`src/rtl/core/tric_pkg.sv`:
```
// Shared types, constants and helpers of the record integrity checker.
`default_nettype none

package tric_pkg;

    localparam int unsigned RESULT_DATA_W = 24;
    localparam int unsigned ID_W          = 17;
    localparam int unsigned WEIGHT_W      = 14;

    // Register index of lines_per_set on the configuration port.
    localparam logic REG_LINES_PER_SET = 1'b0;

    typedef struct packed {
        logic        lead1_bad;
        logic        lead2_bad;
        logic        class_bad;
        logic        model_bad;
        logic        sum1_bad;
        logic        sum2_bad;
        logic        id_mismatch;
        logic        record_bad;
        logic [15:0] record_number;
    } result_t;

    // Decimal weight of an object number digit, by its place in columns 2..6.
    function automatic logic [WEIGHT_W-1:0] id_weight(input logic [2:0] place);
        logic [WEIGHT_W-1:0] w;
        case (place)
            3'd0:    w = 14'd10000;
            3'd1:    w = 14'd1000;
            3'd2:    w = 14'd100;
            3'd3:    w = 14'd10;
            3'd4:    w = 14'd1;
            default: w = 14'd0;
        endcase
        return w;
    endfunction

    // Stream word of a result, first field in the lowest bit.
    function automatic logic [RESULT_DATA_W-1:0] pack_result(input result_t r);
        return {r.record_number, r.record_bad, r.id_mismatch, r.sum2_bad, r.sum1_bad,
                r.model_bad, r.class_bad, r.lead2_bad, r.lead1_bad};
    endfunction

endpackage

`default_nettype wire

```
`src/rtl/core/tric_core.sv`:
```
// Per-character line state, checksum and field checks of the record checker.
`default_nettype none

module tric_core (
    input  wire logic             aclk,
    input  wire logic             aresetn,
    input  wire logic             step,
    input  wire logic [7:0]       ch,
    input  wire logic             line_end,
    input  wire logic             cfg_we,
    input  wire logic [1:0]       cfg_data,
    output logic [1:0]            lines_per_set,
    output logic                  produced,
    output tric_pkg::result_t     res
);

    localparam logic [1:0] LINE_NAME = 2'd0;
    localparam logic [1:0] LINE_ONE  = 2'd1;
    localparam logic [1:0] LINE_TWO  = 2'd2;

    localparam logic [6:0] COL_ID_FIRST = 7'd2;
    localparam logic [6:0] COL_ID_LAST  = 7'd6;
    localparam logic [6:0] COL_CLASS    = 7'd7;
    localparam logic [6:0] COL_MODEL    = 7'd62;
    localparam logic [6:0] COL_CHECK    = 7'd68;
    localparam logic [6:0] COL_MAX      = 7'd127;

    localparam logic [2:0] F_LEAD1 = 3'd0;
    localparam logic [2:0] F_LEAD2 = 3'd1;
    localparam logic [2:0] F_CLASS = 3'd2;
    localparam logic [2:0] F_MODEL = 3'd3;
    localparam logic [2:0] F_SUM1  = 3'd4;
    localparam logic [2:0] F_SUM2  = 3'd5;
    localparam logic [2:0] F_ID    = 3'd6;

    localparam logic [1:0] LPS_RESET   = 2'd3;
    localparam logic [1:0] LPS_NO_NAME = 2'd2;

    logic [1:0]               lps_reg;
    logic [6:0]               column_reg, column_next;
    logic [1:0]               line_reg, line_next;
    logic [3:0]               sum_reg, sum_next;
    logic [tric_pkg::ID_W-1:0] first_id_reg, first_id_next;
    logic [tric_pkg::ID_W-1:0] cur_id_reg, cur_id_next;
    logic [6:0]               flags_reg, flags_next;
    logic [15:0]              count_reg, count_next;

    logic [3:0]               digit;
    logic                     in_line;
    logic                     l1;
    logic [3:0]               add;
    logic [4:0]               sum_raw;
    logic [3:0]               sum_mod;
    logic [6:0]               flags_upd;
    logic [6:0]               flags_out;
    logic [tric_pkg::ID_W-1:0] id_upd;
    logic [tric_pkg::ID_W-1:0] id_prod;
    logic [2:0]               id_place;
    logic [1:0]               first_line;
    logic [1:0]               restart_line;

    assign lines_per_set = lps_reg;
    assign first_line    = (lps_reg == LPS_NO_NAME) ? LINE_ONE : LINE_NAME;
    assign restart_line  = (cfg_data == LPS_NO_NAME) ? LINE_ONE : LINE_NAME;

    // Non-digits read as zero; an ASCII digit's low nibble is its value.
    assign digit   = (ch >= "0" && ch <= "9") ? ch[3:0] : 4'd0;
    assign in_line = (line_reg == LINE_ONE) || (line_reg == LINE_TWO);
    assign l1      = (line_reg == LINE_ONE);

    assign id_place = 3'(column_reg - COL_ID_FIRST);
    assign id_prod  = tric_pkg::ID_W'(digit) * tric_pkg::ID_W'(tric_pkg::id_weight(id_place));

    always_comb begin
        if (l1 && ch == "-") begin
            add = 4'd1;
        end else if (l1 && (column_reg == COL_CLASS || column_reg inside {[7'd14:7'd16]})) begin
            add = 4'd0;
        end else begin
            add = digit;
        end
        sum_raw = {1'b0, sum_reg} + {1'b0, add};
        sum_mod = (sum_raw >= 5'd10) ? 4'(sum_raw - 5'd10) : sum_raw[3:0];

        flags_upd = flags_reg;
        id_upd    = cur_id_reg;
        if (in_line) begin
            if (column_reg == 7'd0 && digit != (l1 ? 4'd1 : 4'd2)) begin
                flags_upd[l1 ? F_LEAD1 : F_LEAD2] = 1'b1;
            end
            if (column_reg >= COL_ID_FIRST && column_reg <= COL_ID_LAST) begin
                id_upd = cur_id_reg + id_prod;
            end
            if (l1 && column_reg == COL_CLASS && ch != "U" && ch != "C") begin
                flags_upd[F_CLASS] = 1'b1;
            end
            if (l1 && column_reg == COL_MODEL && digit != 4'd0) begin
                flags_upd[F_MODEL] = 1'b1;
            end
            if (column_reg == COL_CHECK && digit != sum_reg) begin
                flags_upd[l1 ? F_SUM1 : F_SUM2] = 1'b1;
            end
            if (line_end) begin
                // A line that stops short never reached its check digit.
                if (column_reg < COL_CHECK) begin
                    flags_upd[l1 ? F_SUM1 : F_SUM2] = 1'b1;
                end
                if (l1 && column_reg < COL_CLASS) begin
                    flags_upd[F_CLASS] = 1'b1;
                end
            end
        end

        flags_out = flags_upd;
        if (first_id_reg != id_upd) begin
            flags_out[F_ID] = 1'b1;
        end

        res.lead1_bad     = flags_out[F_LEAD1];
        res.lead2_bad     = flags_out[F_LEAD2];
        res.class_bad     = flags_out[F_CLASS];
        res.model_bad     = flags_out[F_MODEL];
        res.sum1_bad      = flags_out[F_SUM1];
        res.sum2_bad      = flags_out[F_SUM2];
        res.id_mismatch   = flags_out[F_ID];
        res.record_bad    = |flags_out;
        res.record_number = count_reg;

        produced = step && line_end && (line_reg == LINE_TWO);

        column_next   = (column_reg < COL_MAX) ? column_reg + 7'd1 : column_reg;
        line_next     = line_reg;
        sum_next      = (in_line && column_reg < COL_CHECK) ? sum_mod : sum_reg;
        first_id_next = first_id_reg;
        cur_id_next   = id_upd;
        flags_next    = flags_upd;
        count_next    = count_reg;

        if (line_end) begin
            if (line_reg == LINE_ONE) begin
                first_id_next = id_upd;
            end else if (line_reg == LINE_TWO) begin
                count_next = count_reg + 16'd1;
            end
            column_next = 7'd0;
            sum_next    = 4'd0;
            cur_id_next = '0;
            if (line_reg >= LINE_TWO) begin
                line_next     = first_line;
                first_id_next = '0;
                flags_next    = '0;
            end else begin
                line_next = line_reg + 2'd1;
            end
        end
    end

    always_ff @(posedge aclk) begin
        if (!aresetn) begin
            lps_reg      <= LPS_RESET;
            column_reg   <= '0;
            line_reg     <= LINE_NAME;
            sum_reg      <= '0;
            first_id_reg <= '0;
            cur_id_reg   <= '0;
            flags_reg    <= '0;
            count_reg    <= '0;
        end else if (cfg_we) begin
            // A register write restarts the set; the record count is kept.
            lps_reg      <= cfg_data;
            column_reg   <= '0;
            line_reg     <= restart_line;
            sum_reg      <= '0;
            first_id_reg <= '0;
            cur_id_reg   <= '0;
            flags_reg    <= '0;
        end else if (step) begin
            column_reg   <= column_next;
            line_reg     <= line_next;
            sum_reg      <= sum_next;
            first_id_reg <= first_id_next;
            cur_id_reg   <= cur_id_next;
            flags_reg    <= flags_next;
            count_reg    <= count_next;
        end
    end

endmodule

`default_nettype wire

```
`config.mk`:
```
export PLATFORM = sky130hd
export DESIGN_NAME = tric_core
export DESIGN_NICKNAME = d
export VERILOG_FILES = /design/src/rtl/core/tric_pkg.sv /design/src/rtl/core/tric_core.sv
export SDC_FILE = /design/constraint.sdc
export NUM_CORES = 1
export LEC_CHECK = 0
export ABC_AREA = 1
export CAP_MARGIN = 20
export CORE_MARGIN = 3
export CORE_UTILIZATION = 41
export CTS_CLUSTER_SIZE = 14
export DETAILED_ROUTE_END_ITERATION = 8
export DONT_BUFFER_PORTS = 1
export HOLD_SLACK_MARGIN = 0.02
export PLACE_DENSITY_LB_ADDON = 0.08
export SYNTH_ARGS = -nofsm -noshare
export SYNTH_HDL_FRONTEND = slang
export SYNTH_SLANG_ARGS = --single-unit
```
`constraint.sdc`:
```
create_clock -name aclk -period 9.3 [get_ports aclk]
set_clock_uncertainty 0.15 [all_clocks]
set_input_delay 0.465 -clock aclk [delete_from_list [all_inputs] [get_ports aclk]]
set_output_delay 0.465 -clock aclk [all_outputs]
set_load 0.005 [all_outputs]
```
### Yosys cells after proc, flatten, opt, wreduce, memory -nomap -nowiden

Cells that the tools add are included.

| storage, ports and cells | value |
|---|---|
| latch bits | 0 |
| memory bits (writable) | 0 |
| bits in registers | 72 |
| logic and storage cells | 131 |
| memories kept | 0 |
| output and inout bits | 27 |
| bits of input ports | 15 |
| ROM bits | 0 |

| cells by class | value |
|---|---|
| shifts and indexed selects | 0 |
| reductions and logical operators | 35 |
| equality and inequality tests | 17 |
| $add $sub $neg | 7 |
| div/mod/pow operators | 0 |
| $mul | 1 |
| magnitude comparators | 15 |
| bitwise operators | 6 |
| multiplexer cells | 42 |

Operators with widths:

| operator | number |
|---|---|
| 2-to-1 mux 17 bit | 5 |
| 2-to-1 mux 7 bit | 11 |
| one-hot mux 14 bit (5 select lines) | 1 |
| 2-to-1 mux 4 bit | 6 |
| OR 7 bit | 3 |
| logical AND 1 bit | 18 |
| adder 17 bit | 1 |
| multiplier 4 x 14 -> 17 bit | 1 |
| inequality test 17 bit | 1 |
| adder 16 x 1 -> 16 bit, second input constant | 1 |
| inequality test 8 x 7 -> 1 bit, second input constant | 2 |
| < comparator 7 bit, second input constant | 2 |
| 2-to-1 mux 1 bit | 12 |
| 2-to-1 mux 2 bit | 5 |
| nonzero test 2 bit | 5 |
| == test 8 x 6 -> 1 bit, second input constant | 1 |
| greater-or-equal comparator 8 x 6 -> 1 bit, second input constant | 1 |
| <= comparator 8 x 6 -> 1 bit, second input constant | 1 |
| adder 7 x 1 -> 7 bit, second input constant | 1 |
| == test 7 x 3 -> 1 bit, second input constant | 1 |
| == test 7 x 6 -> 1 bit, second input constant | 1 |
| == test 7 bit, second input constant | 1 |
| greater-or-equal comparator 7 x 2 -> 1 bit, second input constant | 1 |
| greater-or-equal comparator 7 x 4 -> 1 bit, second input constant | 1 |
| 31 further kinds | 40 |

### Depth between registers and ports, before layout

| depth | value |
|---|---|
| word-level depth | 21 |
| mapped depth | 29 |
| mapped depth without buffers | 28 |

### Least setup slack after synthesis

Ideal clock, no wire load.

| path | value |
|---|---|
| path type | register -> output |
| start | register column_reg[1] |
| end | output port res[16] in the netlist's numbering |
| setup slack | 4.264 ns |
| path buffers | 1 |
| cell stages (with the launch flop) | 24 |
| data arrival time | 4.421 ns |
| path through | dfxtp_1 inv_1 ha_1 clkbuf_2 o21ai_0 nor2_1 fa_1 fa_1 inv_1 fa_1 inv_1 ha_1 nand2_1 inv_1 a21oi_1 nor2_1 nor2_1 nand3b_1 nand3_1 o21ai_0 nand2_1 nand2_1 nor2_1 nand4_1 |

RTL lines:

| element | RTL line | text |
|---|---|---|
| start, declared | tric_core.sv:40 | `logic [6:0] column_reg, column_next;` |
| start signal, assigned | tric_core.sv:178 | `column_reg <= column_next;` |
| end, declared | tric_core.sv:14 | `output tric_pkg::result_t res` |

==> impl_metrics.json <==
{
  "ctsResizeCount": 0,
  "drive_gt1_frac": 0.0649,
  "fin_crit_ns": 6.07,
  "fmax_mhz": 165,
  "hold_violations": 0,
  "cp_data_arrival_time_ns": 5.45,
  "pre_cts_ws_ns": 3.57,
  "ir_drop_mv": 0.0855,
  "synth_edf_count": 0,
  "seq_area_frac_synth": 0.221,
  "synth_flop_cell": "dfxtp_1",
  "cts_tree": "done",
  "cts_setup_buffers": 0,
  "post_drt_via_cell_ratio": 4.85,
  "grt_pass1_wl_microns": 27300,
  "num_io_pins": 42,
  "fill_cells": 1637,
  "rows": 45,
  "routedWlPerCell_microns": 13.7,
  "cp.required_ns": 8.69,
  "power_density_mw_per_mm2": 102,
  "cts_root_buf": "clkbuf_16",
  "outcome": "finished clean",
  "syn_nets": 1063,
  "worst_slack_ns": 3.23,
  "p_total_w": 0.000705,
  "synth_top_cell_by_area": "dfxtp_1",
  "ys_types": 50,
  "ant_nets": 0,
  "r2r_slack_ns": 4.23,
  "netlist_area_sq_mm": 0.00643,
  "grt_usage": 0.192,
  "netlist.area_leader.share": 0.221,
  "min_path_cells": 1,
  "rr_worst_depth": 21,
  "dp.cells": 1165,
  "grt-ovfl-total": 0,
  "dieHeight_microns": 131,
  "hold_buffers": 0,
  "first_iter_violations": 347,
  "clkLatencyLatePin_ns": 0.35,
  "dieArea_sq_mm": 0.0172,
  "cts_buffers": 9,
  "p_leak_nw": 3.18,
  "r2r_end": "cur_id_reg[14]",
  "dp_hpwl_microns": 12700,
  "netlist_instances": 973,
  "cap_violations": 0,
  "worst_pin_slew_ns": 0.995,
  "synth_area_leaders": "dfxtp_1, nand2_1, fa_1",
  "synth_area_per_cell_sq_um": 6.61,
  "drtPass1Iterations": 5,
  "vias": 5733,
  "yosys.cell_count.top_type": "nand2_1",
  "grt_pass1_vias": 5475,
  "placedInstanceArea_sq_mm": 0.00659,
  "area_delta_synth_final_pct": 7.12,
  "ys_ff_latch": 71,
  "gp_congestion": 0.832,
  "min_period_over_period": 0.652,
  "cts-htree-levels": 3,
  "relSlewSlack": 0.336,
  "place.port_buffers": 0,
  "min-delay-path-class": "input pin to flip-flop",
  "synth_top_cells_by_count": "nand2_1, inv_1, nor2_1, dfxtp_1, a21oi_1",
  "core_sq_mm": 0.0153,
  "async_flop_share": 0,
  "antenna_cells": 0,
  "design_area_sq_mm": 0.00689,
  "grt_max_degree": 46,
  "post-route-drc-count": 0,
  "final_nets": 1055,
  "stdcell_count": 1181,
  "yosys_warnings": 0,
  "worstSetupEndpointType": "primary output",
  "antenna_found_initial": 0,
  "die_w_microns": 131,
  "crit_fanout": 8,
  "setup_viol": 0,
  "hold_start": "aresetn",
  "cp-start-kind": "flip-flop",
  "critical_path_class": "flip-flop to primary output",
  "clk_pin_slew_ns": 0.06,
  "fin_setup_tns_ns": 0,
  "grt_setup_unrepaired": "false",
  "min_to": "lines_per_set[0]",
  "slew_viol_final": 0,
  "routed_wl_microns": 16200,
  "rr_startpoint": "column_reg[1]",
  "initial_utilization": 0.421,
  "clock-sinks": 71,
  "clk_path_buf_depth": 2
}
## per-layer routing
metal  global-route usage  vias to the layer above  routed length [microns]
met3               0.0406                       12                      529
met1                0.256                     2584                     7770
met4               0.0554                        0                      240
met5                    0                        -                        0
met2                0.315                       82                     7620
li1                     -                     3055                        -
## power by group
part	switching, W	leakage (nW)	internal, W	total, W
clock	0.000145	0.143	0.000210	0.000355
combinational	0.0000318	2.46	0.0000107	0.0000425
sequential	0.00000167	0.573	0.000306	0.000307
## area by class of cell
| cell class | count | area, sq um | share of cell area |
|---|---|---|---|
| inverter | 172 | 647 | 0.0939 |
| tap | 211 | 264 | 0.0383 |
| multi-input combinational | 711 | 4250 | 0.618 |
| sequential | 71 | 1420 | 0.206 |
| clock inverter | 7 | 76.3 | 0.0111 |
| clock buffer | 9 | 225 | 0.0327 |
## cells by family after synthesis
family	count (synthesis)	synth area share
DFF	71	0.221
adders and majority gates	75	0.185
buffers and inverters	191	0.118
and+or+nand+nor	511	0.362
xor gates and xnor gates	4	0.00545
AOI/OAI and AO/OA	121	0.109
## worst max-delay path by stage
stage	from	end	slack, ns	cells past startpoint
after global routing	column_reg[1]	res[16]	2.70	22
after floorplan	column_reg[1]	res[16]	4.26	23
after CTS	column_reg[1]	res[16]	3.16	22
final	column_reg[1]	res[16]	3.23	22
after global placement	column_reg[1]	res[16]	3.59	22
after detailed placement	column_reg[1]	res[16]	3.57	22
## worst max-delay path, stage by stage, from the launching register on
cell and delay, ns:
dfxtp_1 0.45, inv_1 0.14, ha_1 0.43, nand2_1 0.20
nor2_1 0.36, fa_1 0.49, fa_1 0.54, inv_1 0.05
fa_1 0.50, inv_1 0.04, ha_1 0.34, nand2_1 0.17
inv_1 0.06, a21oi_1 0.14, nand2_1 0.14, o21ai_0 0.31
nand2_1 0.15, nand2_1 0.09, nand2_1 0.04, nor2_1 0.11
nand2_1 0.07, nor2_1 0.15, nand4_1 0.13
## metrics by stage
| step | hold slack [ns] | util |
|---|---|---|
| floorplan | 0.295 | - |
| global placement | 0.309 | 0.432 |
| detailed placement | 0.314 | 0.432 |
| CTS | 0.0507 | 0.451 |
| global route | 0.0520 | 0.451 |
| finish | 0.0630 | 0.451 |
## layout by cell type (no fill, tap or decap), types with 9 or more instances in the layout
| master | Yosys | routed |
|---|---|---|
| dfxtp_1 | 71 | 71 |
| fa_1 | 33 | 33 |
| nand3b_1 | 13 | 13 |
| nor3_1 | 10 | 10 |
| inv_1 | 165 | 165 |
| nand4_1 | 10 | 10 |
| nand2_1 | 286 | 286 |
| a21oi_1 | 67 | 67 |
| clkbuf_16 | 0 | 9 |
| nand3_1 | 64 | 64 |
| ha_1 | 42 | 42 |
| nor2_1 | 87 | 86 |
| o21ai_0 | 24 | 24 |
Power figures use the tool's default switching activity.
